`src/rtl/core/dbd_pkg.sv`:
```
// Shared types, constants and helpers of the depth block downscaler.
`timescale 1ns / 1ps

package dbd_pkg;

    // Fixed field widths
    localparam int DEPTH_W   = 16;
    localparam int SUM_W     = 22;
    localparam int CNT_W     = 7;
    localparam int STEP_W    = 4;
    localparam int DIM_W     = 11;
    localparam int MAX_COLS  = 1024;
    localparam int MAX_STEP  = 8;
    localparam int MAX_ROWS  = 1024;
    localparam int COL_IDX_W = $clog2(MAX_COLS);
    localparam int POS_W     = 10;
    localparam int IN_BLK_W  = 3;
    localparam int EDGE_W    = 12;
    localparam int ENTRY_W   = SUM_W + CNT_W;
    localparam int DIV_CNT_W = $clog2(SUM_W);

    // Request queue between front and back end
    localparam int Q_DEPTH = 4;
    localparam int Q_PTR_W = $clog2(Q_DEPTH);

    // Configuration port
    localparam int PADDR_W = 4;
    localparam int PDATA_W = 32;
    localparam logic [1:0] REG_STEP = 2'd0;
    localparam logic [1:0] REG_COLS = 2'd1;
    localparam logic [1:0] REG_ROWS = 2'd2;

    localparam logic [STEP_W-1:0] STEP_RESET = 4'd2;
    localparam logic [DIM_W-1:0]  COLS_RESET = 11'd640;
    localparam logic [DIM_W-1:0]  ROWS_RESET = 11'd480;

    // Effective (clamped) geometry
    typedef struct packed {
        logic [STEP_W-1:0] step;
        logic [DIM_W-1:0]  cols;
        logic [DIM_W-1:0]  rows;
    } cfg_t;

    // Classified pixel request passed from front to back
    typedef struct packed {
        logic [DEPTH_W-1:0]   depth;
        logic [COL_IDX_W-1:0] col;
        logic                 first;
        logic                 last;
        logic                 row_end;
        logic                 frame_end;
    } cmd_t;

    function automatic logic [STEP_W-1:0] clamp_step(input logic [STEP_W-1:0] s);
        logic [STEP_W-1:0] r;
        if (s == '0)
            r = STEP_W'(1);
        else if (s > STEP_W'(MAX_STEP))
            r = STEP_W'(MAX_STEP);
        else
            r = s;
        return r;
    endfunction

    function automatic logic [DIM_W-1:0] clamp_dim(input logic [DIM_W-1:0] v,
                                                   input logic [DIM_W-1:0] hi);
        logic [DIM_W-1:0] r;
        if (v == '0)
            r = DIM_W'(1);
        else if (v > hi)
            r = hi;
        else
            r = v;
        return r;
    endfunction

endpackage

```
`src/rtl/core/dbd_queue.sv`:
```
// Four-entry request queue between the front end and the back end.
`timescale 1ns / 1ps

module dbd_queue (
    input  logic          clk,
    input  logic          rst_n,
    input  logic          push_en,
    input  dbd_pkg::cmd_t push_data,
    output logic          full,
    input  logic          pop_en,
    output dbd_pkg::cmd_t head,
    output logic          empty
);
    import dbd_pkg::*;

    cmd_t               entry_reg [Q_DEPTH];
    logic [Q_PTR_W-1:0] wr_ptr_reg, wr_ptr_next;
    logic [Q_PTR_W-1:0] rd_ptr_reg, rd_ptr_next;
    logic [Q_PTR_W:0]   fill_reg, fill_next;

    assign full  = fill_reg == (Q_PTR_W+1)'(Q_DEPTH);
    assign empty = fill_reg == '0;
    assign head  = entry_reg[rd_ptr_reg];

    always_comb
    begin
        wr_ptr_next = push_en ? wr_ptr_reg + Q_PTR_W'(1) : wr_ptr_reg;
        rd_ptr_next = pop_en ? rd_ptr_reg + Q_PTR_W'(1) : rd_ptr_reg;
        fill_next   = fill_reg;
        if (push_en && !pop_en)
            fill_next = fill_reg + (Q_PTR_W+1)'(1);
        else if (pop_en && !push_en)
            fill_next = fill_reg - (Q_PTR_W+1)'(1);
    end

    always_ff @(posedge clk)
    begin
        if (push_en)
            entry_reg[wr_ptr_reg] <= push_data;
    end

    always_ff @(posedge clk or negedge rst_n)
    begin
        if (!rst_n)
        begin
            wr_ptr_reg <= '0;
            rd_ptr_reg <= '0;
            fill_reg   <= '0;
        end
        else
        begin
            wr_ptr_reg <= wr_ptr_next;
            rd_ptr_reg <= rd_ptr_next;
            fill_reg   <= fill_next;
        end
    end

endmodule

```
`config.mk`:
```
export PLATFORM = sky130hd
export DESIGN_NAME = dbd_queue
export DESIGN_NICKNAME = d
export VERILOG_FILES = /design/src/rtl/core/dbd_pkg.sv /design/src/rtl/core/dbd_queue.sv
export SDC_FILE = /design/constraint.sdc
export NUM_CORES = 1
export LEC_CHECK = 0
export BUFFER_PORTS_ARGS = -buffer_cell sky130_fd_sc_hd__buf_2
export CORE_MARGIN = 5
export CORE_UTILIZATION = 33
export CTS_CLUSTER_SIZE = 28
export DETAILED_ROUTE_END_ITERATION = 16
export PLACE_DENSITY = 0.54
export RECOVER_POWER = 100
export REMOVE_ABC_BUFFERS = 1
export SYNTH_ARGS = -nofsm -noshare
export SYNTH_HDL_FRONTEND = slang
export SYNTH_SLANG_ARGS = --single-unit
```
`constraint.sdc`:
```
create_clock -name clk -period 1.6 [get_ports clk]
set_input_delay 0 -clock clk [delete_from_list [all_inputs] [get_ports clk]]
set_output_delay 0 -clock clk [all_outputs]
set_load 0.01 [all_outputs]
```
==> out/metrics.csv <==
stage,metric,value,unit
power_and_ir_drop,ir_drop,0.000815,V
die,start_util,0.332,
global_routing,grt_pass1_wl,14.5,mm
drt,post-route-drc-count,0,
sta,worst_slew_margin_rel,0.744,
placed_design,placed_cell_area,5410,um2
synth,ys_ff_latch,127,
cts,cts_root_buf,clkbuf_16,
synth,yosysTopAreaCellShare,0.757,
global_routing,first_global_vias,2615,
global_routing,grt-ovfl-total,0,
synth,synth-edff-count,120,
sta,slew_viol_final,0,
cts,cts.sinks,127,
hold_path,hp-class,in2reg,
layout,insertedDiodeCount,0,
global_routing,antenna_found_initial,0,
drt,num_vias,2346,
sta,fin_ws,-0.146,ns
worst_setup_path,path_cells,"buf_6, buf_16, mux4_2, buf_6",
die,dieArea,16900,um2
layout,fin_nets,362,
sta,setup_viol,30,
worst_setup_path,max_stage_delay,0.51,ns
drt,drt_iter0_drc,114,
global_routing,grt_max_degree,25,
cts,cts_tree,yes,
layout,final_cells,519,
synth,synth_area_leader_cell,edfxtp_1,
placed_design,gp_congestion,0.686,
worst_setup_path,path_common_cell,buf_6,
sta,layout_min_cycle_time,1.75,ns
drt,ant_nets,0,
placed_design,placed_cells,444,
die,num_rows,44,
layout,largest_reg_flops,120,
synth,synthTopCellsByCount,"edfxtp_1, mux4_2, dfrtp_1, ha_1",
synth,synth_ff_type,edfxtp_1,
layout,area_growth_syn_to_layout,39.1,%
drt,dr.pass1.iters,4,
sta,finalHoldViolCount,0,
worst_setup_path,cp.required,1.60,ns
worst_setup_path,crit_type,reg2out,
synth,synth_most_common_cell,edfxtp_1,
run,cap_violations,0,
synth,ys_warn_count,0,
cts,cts_buffer_depth,2,
status,violations,setup timing,
sta,fin_skew,0.00749,ns
die,core-area,14400,um2
synth,synth_cells,191,
cts,cts_made_buffers,17,
sta,fmax,573,MHz
status,outcome,"finished, violations left",
worst_setup_path,critPathLaunchType,register,
synth,netlist_area,4760,um2
sta,finalCritPeriodShare,1.09,
synth,yosys-top-cells-area,"edfxtp_1, mux4_2, dfrtp_1, ha_1, buf_12",
drt,avgRoutedWirePerCell,18.0,um
placed_design,io_buffers,65,
die,pin_count,66,
synth,synth_cell_types,19,
cts,h-tree-depth,4,
synth,async_flop_share,0.0551,
die,die_w,130,um
drt,viasPerCell,4.52,
worst_setup_path,crit_fanout,6,
die,die_y,130,um
sta,worst_pin_slew,0.383,ns
power_and_ir_drop,powerDensity,1930,nW/um2
synth,avgSynthCellArea,24.9,um2
synth,ys_seq_area_frac,0.793,
cts,clk_pin_slew_worst_paths,0.06,ns
placed_design,dp_hpwl,5.65,mm
global_routing,grtUsageTotal,0.122,
cts,clk_latency,0.41,ns
power_and_ir_drop,power.leakage,2.30,nW
worst_setup_path,crit_arrival,1.75,ns
worst_setup_path,endpoint_kind,output port,
power_and_ir_drop,total_power,12.8,mW
layout,final_area,6630,um2
sta,rsz0062_at_grt,true,
layout,drive_gt1_frac,0.364,
drt,finalWirelength,9.36,mm
worst_setup_path,crit_slowest_cell,mux4_2,
-- path summary, 6_finish.rpt --
path | slack [ns] | end | startpoint | cells past startpoint
worst max-delay path | -0.15 | head[4] | rd_ptr_reg[0] | 4
worst min-delay path | 0.39 | entry_reg[1][3] | push_data[3] | 2
worst max register to register | 0.19 | fill_reg[2] | fill_reg[0] | 4
worst min register to register | 0.50 | fill_reg[2] | fill_reg[2] | 1
max in group asynchronous | 0.74 | rd_ptr_reg[1] | rst_n | 3
min in group asynchronous | 0.57 | rd_ptr_reg[0] | rst_n | 3
-- per-layer routing --
metal,global-route usage,up-vias,wire length (um)
met4,0.0568,0,177
met5,0,-,0
li1,-,1066,-
met3,0.0405,13,347
met1,0.146,1220,4050
met2,0.200,47,4780
-- repair_timing --
| item | CTS | global route |
|---|---|---|
| hold buffers | 34 | 0 |
| endpoints found under the hold margin | 131 | 0 |
| resized for setup | 29 | 13 |
| cloned | 3 | 0 |
| endpoints found under the setup margin | 30 | 30 |
| buffers inserted | 4 | 3 |
-- stage by stage --
stage / util / setup slack [ns] / TNS [ns] / hold WS [ns]
finish: 0.461 / -0.146 / -3.49 / 0.389
global placement: 0.377 / 0.246 / 0 / -0.146
global route: 0.461 / -0.223 / -5.52 / 0.400
CTS: 0.459 / -0.178 / -4.75 / 0.310
floorplan: - / -0.477 / -27.76 / -0.296
detailed placement: 0.377 / 0.212 / 0 / -0.142
-- kinds of logic after synthesis --
group	after synthesis	share of synthesized area
compound gates	1	0.00105
simple gates	9	0.0102
flops	127	0.793
mux	31	0.146
buf+inv	11	0.0213
xor+xnor	6	0.0110
fa+ha+maj	6	0.0173
-- critical path, delay by kind of cell (launching register included) --
family / cells / cell delay, ns
multiplexers: 1 / 0.51
buffers and inverters: 3 / 0.43
flip-flops: 1 / 0.39
-- layout by cell type (no fill, tap or decap), types with 2 or more instances in the layout --
master           n
clkinv_2         3
clkbuf_1        31
buf_4            7
and2_2           4
buf_16           2
buf_12           9
inv_1            4
buf_6           28
xnor2_1          2
clkinvlp_4       5
mux4_2          30
bufinv_16        4
ha_1             5
edfxtp_1       120
dlygate4sd3_1   34
dfrtp_1          5
dfrtp_2          2
clkbuf_16       17
xor2_1           4
nand2_1          2
buf_2            8
-- power breakdown --
group | switching, mW | internal [mW] | leakage, nW
Sequential | 0.208 | 4.37 | 1.18
Combinational | 1.84 | 2.41 | 0.827
Clock | 1.36 | 2.59 | 0.289
Total | 3.41 | 9.37 | 2.30
-- area by class of cell --
cell class / count / area (um2)
fill: 1217 / 7740
multi-input combinational: 53 / 881
sequential: 127 / 3780
timing repair buffer: 119 / 1100
tap: 184 / 230
clock buffer: 17 / 425
clock inverter: 15 / 194
inverter: 4 / 15.0
Note: power is estimated with default switching activity, not from simulation.
