==> src/rtl/core/dbd_pkg.sv <==
// Shared types, constants and helpers of the depth block downscaler.
`timescale 1ns / 1ps

package dbd_pkg;

    // Fixed field widths
    localparam int DEPTH_W   = 16;
    localparam int SUM_W     = 22;
    localparam int CNT_W     = 7;
    localparam int STEP_W    = 4;
    localparam int DIM_W     = 11;
    localparam int MAX_COLS  = 1024;
    localparam int MAX_STEP  = 8;
    localparam int MAX_ROWS  = 1024;
    localparam int COL_IDX_W = $clog2(MAX_COLS);
    localparam int POS_W     = 10;
    localparam int IN_BLK_W  = 3;
    localparam int EDGE_W    = 12;
    localparam int ENTRY_W   = SUM_W + CNT_W;
    localparam int DIV_CNT_W = $clog2(SUM_W);

    // Request queue between front and back end
    localparam int Q_DEPTH = 4;
    localparam int Q_PTR_W = $clog2(Q_DEPTH);

    // Configuration port
    localparam int PADDR_W = 4;
    localparam int PDATA_W = 32;
    localparam logic [1:0] REG_STEP = 2'd0;
    localparam logic [1:0] REG_COLS = 2'd1;
    localparam logic [1:0] REG_ROWS = 2'd2;

    localparam logic [STEP_W-1:0] STEP_RESET = 4'd2;
    localparam logic [DIM_W-1:0]  COLS_RESET = 11'd640;
    localparam logic [DIM_W-1:0]  ROWS_RESET = 11'd480;

    // Effective (clamped) geometry
    typedef struct packed {
        logic [STEP_W-1:0] step;
        logic [DIM_W-1:0]  cols;
        logic [DIM_W-1:0]  rows;
    } cfg_t;

    // Classified pixel request passed from front to back
    typedef struct packed {
        logic [DEPTH_W-1:0]   depth;
        logic [COL_IDX_W-1:0] col;
        logic                 first;
        logic                 last;
        logic                 row_end;
        logic                 frame_end;
    } cmd_t;

    function automatic logic [STEP_W-1:0] clamp_step(input logic [STEP_W-1:0] s);
        logic [STEP_W-1:0] r;
        if (s == '0)
            r = STEP_W'(1);
        else if (s > STEP_W'(MAX_STEP))
            r = STEP_W'(MAX_STEP);
        else
            r = s;
        return r;
    endfunction

    function automatic logic [DIM_W-1:0] clamp_dim(input logic [DIM_W-1:0] v,
                                                   input logic [DIM_W-1:0] hi);
        logic [DIM_W-1:0] r;
        if (v == '0)
            r = DIM_W'(1);
        else if (v > hi)
            r = hi;
        else
            r = v;
        return r;
    endfunction

endpackage

==> src/rtl/core/dbd_front.sv <==
// Front end: tracks the raster position and classifies each pixel request.
`timescale 1ns / 1ps

module dbd_front (
    input  logic          clk,
    input  logic          rst_n,
    input  dbd_pkg::cfg_t cfg,
    input  logic          restart,
    input  logic          push,
    output logic          full,
    input  logic [15:0]   depth,
    output logic          q_push,
    output dbd_pkg::cmd_t q_data,
    input  logic          q_full
);
    import dbd_pkg::*;

    logic [POS_W-1:0]     pcol_reg, pcol_next;
    logic [POS_W-1:0]     prow_reg, prow_next;
    logic [IN_BLK_W-1:0]  cib_reg, cib_next;
    logic [IN_BLK_W-1:0]  rib_reg, rib_next;
    logic [COL_IDX_W-1:0] bcol_reg, bcol_next;
    logic [DIM_W-1:0]     cstart_reg, cstart_next;
    logic [DIM_W-1:0]     rstart_reg, rstart_next;

    logic [EDGE_W-1:0] col_end, row_end_pos;
    logic [STEP_W-1:0] cib_inc, rib_inc, step_m1;
    logic [DIM_W-1:0]  pcol_inc, prow_inc;
    logic              in_col, in_row, accept;

    assign full    = q_full;
    assign accept  = push && !q_full;
    assign step_m1 = cfg.step - STEP_W'(1);

    assign col_end     = EDGE_W'(cstart_reg) + EDGE_W'(cfg.step);
    assign row_end_pos = EDGE_W'(rstart_reg) + EDGE_W'(cfg.step);
    assign in_col      = col_end <= EDGE_W'(cfg.cols);
    assign in_row      = row_end_pos <= EDGE_W'(cfg.rows);

    always_comb
    begin
        q_data.depth     = depth;
        q_data.col       = bcol_reg;
        q_data.first     = (cib_reg == '0) && (rib_reg == '0);
        q_data.last      = (STEP_W'(cib_reg) == step_m1) && (STEP_W'(rib_reg) == step_m1);
        q_data.row_end   = (col_end + EDGE_W'(cfg.step)) > EDGE_W'(cfg.cols);
        q_data.frame_end = q_data.row_end
                           && ((row_end_pos + EDGE_W'(cfg.step)) > EDGE_W'(cfg.rows));
    end

    assign q_push = accept && in_col && in_row;

    assign cib_inc  = STEP_W'(cib_reg) + STEP_W'(1);
    assign rib_inc  = STEP_W'(rib_reg) + STEP_W'(1);
    assign pcol_inc = DIM_W'(pcol_reg) + DIM_W'(1);
    assign prow_inc = DIM_W'(prow_reg) + DIM_W'(1);

    always_comb
    begin
        pcol_next   = pcol_reg;
        prow_next   = prow_reg;
        cib_next    = cib_reg;
        rib_next    = rib_reg;
        bcol_next   = bcol_reg;
        cstart_next = cstart_reg;
        rstart_next = rstart_reg;
        if (restart)
        begin
            pcol_next   = '0;
            prow_next   = '0;
            cib_next    = '0;
            rib_next    = '0;
            bcol_next   = '0;
            cstart_next = '0;
            rstart_next = '0;
        end
        else if (accept)
        begin
            // advance inside the block row
            if (cib_inc >= cfg.step)
            begin
                cib_next    = '0;
                bcol_next   = bcol_reg + COL_IDX_W'(1);
                cstart_next = cstart_reg + DIM_W'(cfg.step);
            end
            else
            begin
                cib_next = cib_inc[IN_BLK_W-1:0];
            end
            pcol_next = pcol_inc[POS_W-1:0];
            // end of source row
            if (pcol_inc >= cfg.cols)
            begin
                pcol_next   = '0;
                cib_next    = '0;
                bcol_next   = '0;
                cstart_next = '0;
                prow_next   = prow_inc[POS_W-1:0];
                if (rib_inc >= cfg.step)
                begin
                    rib_next    = '0;
                    rstart_next = rstart_reg + DIM_W'(cfg.step);
                end
                else
                begin
                    rib_next = rib_inc[IN_BLK_W-1:0];
                end
                if (prow_inc >= cfg.rows)
                begin
                    prow_next   = '0;
                    rib_next    = '0;
                    rstart_next = '0;
                end
            end
        end
    end

    always_ff @(posedge clk or negedge rst_n)
    begin
        if (!rst_n)
        begin
            pcol_reg   <= '0;
            prow_reg   <= '0;
            cib_reg    <= '0;
            rib_reg    <= '0;
            bcol_reg   <= '0;
            cstart_reg <= '0;
            rstart_reg <= '0;
        end
        else
        begin
            pcol_reg   <= pcol_next;
            prow_reg   <= prow_next;
            cib_reg    <= cib_next;
            rib_reg    <= rib_next;
            bcol_reg   <= bcol_next;
            cstart_reg <= cstart_next;
            rstart_reg <= rstart_next;
        end
    end

endmodule

==> config.mk <==
export PLATFORM = sky130hd
export DESIGN_NAME = dbd_front
export DESIGN_NICKNAME = d
export VERILOG_FILES = /design/src/rtl/core/dbd_pkg.sv /design/src/rtl/core/dbd_front.sv
export SDC_FILE = /design/constraint.sdc
export NUM_CORES = 1
export LEC_CHECK = 0
export ABC_CLOCK_PERIOD_IN_PS = 10400
export BUFFER_PORTS_ARGS = -buffer_cell sky130_fd_sc_hd__buf_2
export CAP_MARGIN = 20
export CORE_ASPECT_RATIO = 0.8
export CORE_MARGIN = 5
export CORE_UTILIZATION = 64
export DETAILED_ROUTE_END_ITERATION = 6
export PLACE_DENSITY = 0.95
export SYNTH_ARGS = -nofsm -noshare
export SYNTH_HDL_FRONTEND = slang
export SYNTH_SLANG_ARGS = --single-unit
==> constraint.sdc <==
create_clock -name clk -period 10.4 [get_ports clk]
set_clock_uncertainty 0.05 [all_clocks]
set_input_delay 1.56 -clock clk [delete_from_list [all_inputs] [get_ports clk]]
set_output_delay 1.56 -clock clk [all_outputs]
set_load 0.02 [all_outputs]
==> results of run 1 <==
[power groups by stage]
stage / Clock, mW / Sequential (mW) / Combinational (mW)
after floorplan: 0 / 0.259 / 0.244
after global placement: 0 / 0.261 / 0.303
after detailed placement: 0 / 0.262 / 0.325
after CTS: 0.301 / 0.258 / 0.332
after global routing: 0.315 / 0.261 / 0.374
final: 0.301 / 0.259 / 0.340
[stage by stage]
| step | total power, mW | hold slack (ns) |
|---|---|---|
| final | 0.9002 | 0.4575 |
| after global routing | 0.9500 | 0.4747 |
| after CTS | 0.8913 | 0.4527 |
| after detailed placement | 0.5866 | 0.4391 |
| after global placement | 0.5639 | 0.4093 |
| after floorplan | 0.5025 | 0.4198 |
[routing by layer]
| layer | up-vias | part of all wire, % | routed length (um) |
|---|---|---|---|
| li1 | 2581 | - | - |
| met1 | 2639 | 43 | 6737 |
| met2 | 268 | 47 | 7446 |
| met3 | 52 | 8.0 | 1260 |
| met4 | 0 | 2.3 | 360 |
| met5 | - | 0 | 0 |
[worst max-delay path by stage]
| stage | startpoint | to | slack [ns] | cells past startpoint |
|---|---|---|---|---|
| global route | cfg[23] | q_data[0] | 2.63 | 18 |
| finish | cfg[23] | q_data[0] | 2.91 | 18 |
| detailed placement | cfg[23] | q_data[0] | 3.14 | 18 |
| global placement | cfg[23] | q_data[0] | 3.49 | 19 |
| floorplan | cfg[23] | q_data[0] | 3.74 | 16 |
| CTS | cfg[23] | q_data[0] | 3.00 | 18 |
[logic make-up after synthesis]
| family | Yosys count | synth area share, % |
|---|---|---|
| simple gates | 219 | 18.43 |
| compound gates | 183 | 19.71 |
| fa+ha+maj | 104 | 22.29 |
| flops | 58 | 24.30 |
| mux | 1 | 0.1885 |
| xor+xnor | 56 | 8.337 |
| buf+inv | 86 | 6.745 |
[Yosys cell counts, types with 2 or more instances]
cell type / instances / share of area, %
and2_1: 2 / 0.21
ha_1: 100 / 21
inv_1: 52 / 3.3
a211o_1: 5 / 0.73
dfrtp_1: 58 / 24
nand4_1: 14 / 1.5
a21oi_1: 27 / 2.3
or2_2: 2 / 0.21
nand3_1: 33 / 2.8
nand2_2: 2 / 0.21
a311o_1: 2 / 0.34
nor2_2: 3 / 0.31
o21ai_0: 54 / 4.5
o31ai_1: 9 / 1.1
nor2_1: 29 / 1.8
nor3b_1: 2 / 0.25
xor2_1: 21 / 3.1
nand2b_1: 18 / 1.9
nor4_1: 4 / 0.42
o211ai_1: 6 / 0.75
a211oi_1: 11 / 1.4
a22o_1: 13 / 1.9
buf_2: 4 / 0.34
nand3b_1: 2 / 0.25
a21o_1: 11 / 1.4
o21a_1: 7 / 0.88
nor3_1: 12 / 1.0
nand2_1: 64 / 4.0
a31oi_1: 3 / 0.31
o21ai_1: 20 / 1.7
o2bb2ai_1: 2 / 0.29
clkbuf_1: 10 / 0.63
and3_1: 14 / 1.5
fa_1: 4 / 1.3
xnor2_1: 34 / 5.0
nor2b_1: 11 / 1.2
buf_4: 18 / 2.3
o311a_1: 2 / 0.34
[layout make-up]
type / instances / area (um2)
tap: 115 / 143.9
sequential: 58 / 1451
fill: 660 / 2610
clock inverter: 5 / 53.80
multi-input combinational: 563 / 4119
clock buffer: 11 / 242.7
inverter: 52 / 195.2
timing repair buffer: 50 / 260.3
==> run summary, run 1 <==
Initial Utilization = 65.81%
Largest net degree at the start of global routing = 59
Worst R2R Setup Slack = 6.36 ns
CTS root buf = clkbuf_16
GPL Wtd Cong = 0.9710
Met1 Resource Use GR = 36.54%
Final Max Slew Viols = 0
Post-placement setup slack = 3.144 ns
Drt pass-1 iters = 5
Hold Path End = bcol_reg[3]$_DFFE_PN0P_
Port Buffers = 46
Switching part of the total = 36.85%
Reg2reg path depth = 12
Avg WL per Cell = 18.51 um
Post-layout util = 71.24%
Number of global-route vias before repair = 5473
Latest clock arrival within the worst-skew pair = 0.34 ns
RR Startpoint = pcol_reg[0]$_DFFE_PN0P_
Worst R2R End = cstart_reg[4]$_DFFE_PN0P_
Pwr/cell area = 139.2 nW/um2
Required @ worst endpoint = 8.79 ns
First-pass GRT wire length = 26.30 mm
Max Cap Viol = 0
Buffers & Inverters on Critical Path = 3
Post-CTS sizing = 0
Post-synth EDFFs = 0
RSZ-0062 raised after global routing = false
DRT antenna net count = 0
Logic gate share of total power = 37.8%
Hold wc startpoint = bcol_reg[3]$_DFFE_PN0P_
Inserted Diodes = 0
Clock network fraction of total power = 33.5%
Worst Path Arrival = 5.88 ns
DP Cell Count = 838
Die height = 96.41 um
Largest fanout on the critical path = 7
Hold Path Depth = 1
Synthesized netlist net count = 858
Headroom to the max-slew limit = 46.02%
Clk buf depth = 2
Clk sinks = 58
CTS clk-pin slew, worst paths = 0.05 ns
Num ports = 79
Hold-fix buffers at CTS = 0
Setup crit end kind = primary output
Dpl cell area = 6170 um2
H-tree level count = 3
Num rows = 31
Count of warnings emitted by yosys = 0
Layout Cell Area excl Fill = 6466 um2
Net count, final = 885
GRT Total Usage = 28.30%
Max stage delay on crit path = 0.52 ns
Worst-margin pin slew = 0.8096 ns
Met3 usage in global routing = 6.810%
Share of post-route cells with drive strength above 1 = 10.55%
Layout Cells excl Fill = 854
Switching power = 331.7 uW
Die X-Extent = 118.0 um
Routed wire length = 15.81 mm
CTS Buf Count = 9
Final TNS setup = 0 ns
Fraction of registers with async set/reset = 100.0%
Post-Syn Area = 5973 um2
GR Overflow Total = 0
Maximum vdd drop = 0.00009866 V
Hold Path Class = flip-flop to flip-flop
Top FF cell, synth = dfrtp_1
Delay-heaviest family, CP = compound AO/OA/AOI/OAI gates
Worst-path cell chain = buf_2 > inv_1 > fa_1 > xnor2_1 > ha_1 > o21ai_0 > nor2_1 > o21ai_0 > nor3b_1 > o31a_1 > xor2_1 > ha_1 > nand3_1 > a211o_1 > a31oi_1 > a311o_1 > a21boi_1 > buf_2
First DRT Iteration DRCs = 511
Hpwl dp = 11.94 mm
Crit path kind = input pin to primary output
Hold Vio Cnt, Final = 0
Register share of total power = 28.7%
# DRC = 0
Sequential area share after synthesis = 24.30%
Pint = 568.5 uW
Crit path launch type = input pin
# setup viols final = 0
Vias after detailed routing = 5540
Most common cell after layout, fill and taps aside = ha_1
# Post-CTS Setup Buffers = 0
Max stage delay cell, worst path = fa_1
Period utilization = 72.01%
Flops & latches, synth = 58
Final WS setup = 2.911 ns
Core area = 9076 um2
Outcome = finished clean
Fmax = 0.1335 GHz
Antenna violations before repair = 0
Pleak = 3.254 nW
Global routing's busiest layer = met2
CTS tree = done
Layout area overhead = 8.253%
Post-Syn Instances = 707
Crit path time final = 7.489 ns
Yosys cell types = 60
Syn_area_per_cell = 8.449 um2
Met2 Use GR = 47.08%
Die area = 11380 um2
Vias/cell = 6.487
Most frequent cells in the layout = ha_1, nand2_1, dfrtp_1
Power figures use the tool's default switching activity.
==> run 2, diff against run 1 <==
ABC_CLOCK_PERIOD_IN_PS = 6400   (was 10400)
CORE_UTILIZATION = 54   (was 64)
PLACE_DENSITY = 0.87   (was 0.95)
clock period = 6.4 ns   (was 10.4 ns; I/O delays follow)
==> run summary, run 2 (synthesized netlist as in run 1, its figures left out) <==
DRT antenna net count = 0
Clk sinks = 58
Inserted Diodes = 0
Num rows = 34
GRT Total Usage = 23.50%
Required @ worst endpoint = 5.39 ns
RSZ-0062 raised after global routing = false
Vias after detailed routing = 5349
Worst-margin pin slew = 0.7802 ns
Pwr/cell area = 225.0 nW/um2
CTS clk-pin slew, worst paths = 0.05 ns
First DRT Iteration DRCs = 568
Crit path time final = 6.071 ns
Final TNS setup = 0 ns
GR Overflow Total = 0
Largest net degree at the start of global routing = 59
Vias/cell = 6.051
Area of the multi-input gates = 4119 um2
RR Startpoint = pcol_reg[0]$_DFFE_PN0P_
Die X-Extent = 127.6 um
Number of global-route vias before repair = 5215
Final WS setup = 0.3287 ns
GPL Wtd Cong = 0.9263
Crit path launch type = input pin
Setup crit end kind = primary output
Hold Vio Cnt, Final = 0
Most common cell after layout, fill and taps aside = ha_1
First-pass GRT wire length = 25.71 mm
Post-CTS sizing = 0
Headroom to the max-slew limit = 47.88%
Post-placement setup slack = 0.5072 ns
Hpwl dp = 11.52 mm
Outcome = finished clean
# Post-CTS Setup Buffers = 0
Initial Utilization = 55.06%
Port Buffers = 46
Final Max Slew Viols = 0
CP startpoint = cfg[23]
Fillcell total = 899
Hold-fix buffers at CTS = 0
Period utilization = 94.86%
Latest clock arrival within the worst-skew pair = 0.33 ns
Most frequent cells in the layout = ha_1, nand2_1, dfrtp_1
# setup viols final = 0
Largest fanout on the critical path = 6
Post-layout util = 60.03%
Crit path kind = input pin to primary output
CTS Buf Count = 9
Core area = 10850 um2
Routed wire length = 15.37 mm
H-tree level count = 3
Avg WL per Cell = 17.38 um
Net count, final = 886
Register area = 1451 um2
Worst Path Arrival = 5.06 ns
Max Cap Viol = 0
Num ports = 79
CTS tree = done
Antenna violations before repair = 0
Hold Path Class = flip-flop to flip-flop
Pleak = 3.258 nW
Die area = 13280 um2
# DRC = 0
Layout area overhead = 9.028%
Clk buf depth = 2
Drt pass-1 iters = 5
Share of post-route cells with drive strength above 1 = 10.41%
Hold wc startpoint = bcol_reg[9]$_DFFE_PN0P_
Maximum vdd drop = 0.0001257 V
Fmax = 0.1647 GHz
CTS root buf = clkbuf_16
Die height = 104.1 um
==> run 2: cell types whose count changed in the layout (fill, tap and decap cells not counted) <==
cell | previous run | this run
buf_4 | 4 | 5
clkbuf_1 | 1 | 3
clkinv_4 | 1 | 0
clkbuf_8 | 1 | 2
clkinv_2 | 3 | 1
==> run 2: final timing paths <==
kind                                      endpoint  slack (ns)  cells past startpoint
setup reg to reg           bcol_reg[7]$_DFFE_PN0P_        2.49                     12
min in group asynchronous  prow_reg[4]$_DFFE_PN0P_        0.74                      2
setup / recovery                         q_data[0]        0.33                     18
max in group asynchronous  bcol_reg[9]$_DFFE_PN0P_        5.05                      2
hold / removal             bcol_reg[9]$_DFFE_PN0P_        0.43                      1
hold reg to reg            bcol_reg[9]$_DFFE_PN0P_        0.43                      1
==> run 2: per-layer routing <==
metal | vias up | routed length [um] | track usage [%]
li1 | 2578 | - | -
met1 | 2514 | 6980 | 33.35
met2 | 226 | 6776 | 35.24
met3 | 31 | 1231 | 4.774
met4 | 0 | 377 | 8.636
met5 | - | 0 | 0
==> run 2: worst max-delay path: stages <==
cell and delay (ns):
buf_2 0.15, ha_1 0.32, a211o_1 0.32, a22oi_1 0.45
ha_1 0.26, o21ai_0 0.11, nor2_1 0.20, o21ai_0 0.13
nor3b_1 0.34, o31a_1 0.28, xor2_1 0.10, ha_1 0.31
nand3_1 0.12, a211o_1 0.29, a31oi_1 0.17, a311o_1 0.17
a21boi_1 0.20, buf_2 0.19
==> run 2: stage by stage <==
step / power [mW] / cells / hold WS, ns / area [um2]
2_1_floorplan: 0.8166 / 707 / 0.4198 / 5973
3_3_place_gp: 0.9276 / 868 / 0.4117 / 6213
3_5_place_dp: 0.9494 / 868 / 0.4175 / 6213
4_1_cts: 1.457 / 884 / 0.4267 / 6513
5_1_grt: 1.554 / 884 / 0.4433 / 6513
6_report: 1.465 / 884 / 0.4308 / 6513
==> run 2: final cells by class <==
type / count / area share, %
repair buffers: 51 / 4.111
multi-input cells: 563 / 63.25
inverters: 52 / 2.997
clock buffers: 14 / 4.054
clock inverters: 2 / 0.5379
well taps: 144 / 2.767
flip-flops and latches: 58 / 22.29
==> run 2: report_power, final <==
group          leakage [nW]  internal, mW  switching [mW]
combinational          2.31         0.221           0.330
clock                 0.147         0.322           0.171
sequential            0.800         0.392          0.0287
total                  3.26         0.935           0.530
==> run 3, diff against run 2 <==
==> constraint.sdc (replaced) <==
create_clock -name clk -period 6.4 [get_ports clk]
set_clock_uncertainty 0.05 [all_clocks]
set_input_delay 0.32 -clock clk [delete_from_list [all_inputs] [get_ports clk]]
set_output_delay 0.32 -clock clk [all_outputs]
set_load 0.02 [all_outputs]
==> run summary, run 3 (synthesized netlist as in run 1, its figures left out) <==
Fillcell total = 890
Fmax = 0.2051 GHz
CTS Buf Count = 9
Crit path kind = flip-flop to primary output
Maximum vdd drop = 0.0001376 V
First-pass GRT wire length = 25.23 mm
DP Cell Count = 867
Latest clock arrival within the worst-skew pair = 0.34 ns
Hold-fix buffers at CTS = 0
Num ports = 79
Final WS setup = 1.523 ns
Drt pass-1 iters = 5
Headroom to the max-slew limit = 44.56%
Layout area overhead = 9.007%
Final Max Slew Viols = 0
Max stage delay on crit path = 0.41 ns
Clk buf depth = 2
Hpwl dp = 11.31 mm
Period utilization = 76.20%
# Post-CTS Setup Buffers = 0
GRT Total Usage = 23.13%
Net count, final = 885
Worst-margin pin slew = 0.8299 ns
CTS root buf = clkbuf_16
Die area = 13280 um2
Max Cap Viol = 0
Crit path launch type = flip-flop
Die X-Extent = 127.6 um
# DRC = 0
Post-CTS sizing = 0
Die height = 104.1 um
Vias/cell = 5.998
Crit path top cell by count = ha_1
CTS clk-pin slew, worst paths = 0.05 ns
Hold Path Class = input pin to asynchronous set/reset pin
Worst Path Arrival = 4.51 ns
Initial Utilization = 55.06%
Outcome = finished clean
DRT antenna net count = 0
Largest net degree at the start of global routing = 59
Pleak = 3.257 nW
Pwr/cell area = 224.8 nW/um2
First DRT Iteration DRCs = 457
Number of global-route vias before repair = 5121
Required @ worst endpoint = 6.03 ns
Hold Vio Cnt, Final = 0
Vias after detailed routing = 5290
Max stage delay cell, worst path = a22oi_1
H-tree level count = 3
Port Buffers = 46
Setup crit end kind = primary output
GR Overflow Total = 0
Avg WL per Cell = 17.06 um
Routed wire length = 15.05 mm
Clk sinks = 58
Largest fanout on the critical path = 3
Crit path time final = 4.877 ns
Final TNS setup = 0 ns
Num rows = 34
Layout Cells excl Fill = 882
Post-placement setup slack = 1.821 ns
Worst R2R Setup Slack = 2.43 ns
Worst-path cell chain = ha_1 > a211o_1 > a22oi_1 > ha_1 > o21ai_0 > nor2_1 > o21ai_0 > nor3b_1 > o31a_1 > xor2_1 > ha_1 > nand3_1 > a211o_1 > a31oi_1 > a311o_1 > a21boi_1 > buf_2
Core area = 10850 um2
Antenna violations before repair = 0
Share of post-route cells with drive strength above 1 = 10.43%
CTS tree = done
# setup viols final = 0
Most frequent cells in the layout = ha_1, nand2_1, dfrtp_1
Most common cell after layout, fill and taps aside = ha_1
GPL Wtd Cong = 0.9246
Inserted Diodes = 0
RSZ-0062 raised after global routing = false
-- run 3: changes by cell type in the layout (fill, tap and decap cells not counted), sizes merged --
cell / previous run / this run
clkbuf: 14 / 13
buf: 51 / 50
-- run 3: final timing paths --
check | start | to | cells after the start
hold reg to reg | bcol_reg[9]$_DFFE_PN0P_ | bcol_reg[9]$_DFFE_PN0P_ | 1
hold / removal | rst_n | prow_reg[2]$_DFFE_PN0P_ | 2
setup reg to reg | pcol_reg[0]$_DFFE_PN0P_ | bcol_reg[7]$_DFFE_PN0P_ | 12
max in group asynchronous | rst_n | pcol_reg[8]$_DFFE_PN0P_ | 2
min in group clk | bcol_reg[9]$_DFFE_PN0P_ | bcol_reg[9]$_DFFE_PN0P_ | 1
setup / recovery | cstart_reg[1]$_DFFE_PN0P_ | q_data[0] | 17
-- run 3: worst max-delay path, delay by kind of cell, from the launching register on --
kind                       cells  cell delay, ns
xor gates and xnor gates       1            0.09
buffers and inverters          1            0.19
DFF                            1            0.40
adders and majority gates      3            0.84
AOI/OAI and AO/OA              9            2.00
and+or+nand+nor                3            0.63
-- run 3: layer usage --
metal,up-vias,track usage (%),part of all wire (%)
met3,29,4.979,6.1
met1,2492,33.00,48
li1,2579,-,-
met5,-,0,0
met4,0,7.348,2.0
met2,190,34.86,44
-- run 3: final cells by class --
| class | count | area (um2) | share of cell area [%] |
|---|---|---|---|
| well taps | 144 | 180.2 | 2.767 |
| repair buffers | 50 | 260.3 | 3.997 |
| clock buffers | 13 | 270.3 | 4.151 |
| flip-flops and latches | 58 | 1451 | 22.29 |
| inverters | 52 | 195.2 | 2.998 |
| clock inverters | 2 | 35.03 | 0.5380 |
| multi-input cells | 563 | 4119 | 63.26 |
-- run 3: stage by stage --
stage | hold slack (ns) | power (mW) | cell area, um2 | util [%]
2_1_floorplan | -0.02559 | 0.8166 | 5973 | -
3_3_place_gp | 0.4131 | 0.9282 | 6206 | 57.21
3_5_place_dp | 0.4295 | 0.9468 | 6206 | 57.21
4_1_cts | 0.1290 | 1.462 | 6511 | 60.02
5_1_grt | 0.1784 | 1.558 | 6511 | 60.02
6_report | 0.09049 | 1.464 | 6511 | 60.02
-- run 3: report_power, final --
part / leakage, nW / switching [mW] / total, mW / internal [mW]
clock: 0.152 / 0.170 / 0.501 / 0.330
sequential: 0.800 / 0.0282 / 0.420 / 0.392
combinational: 2.31 / 0.323 / 0.543 / 0.219
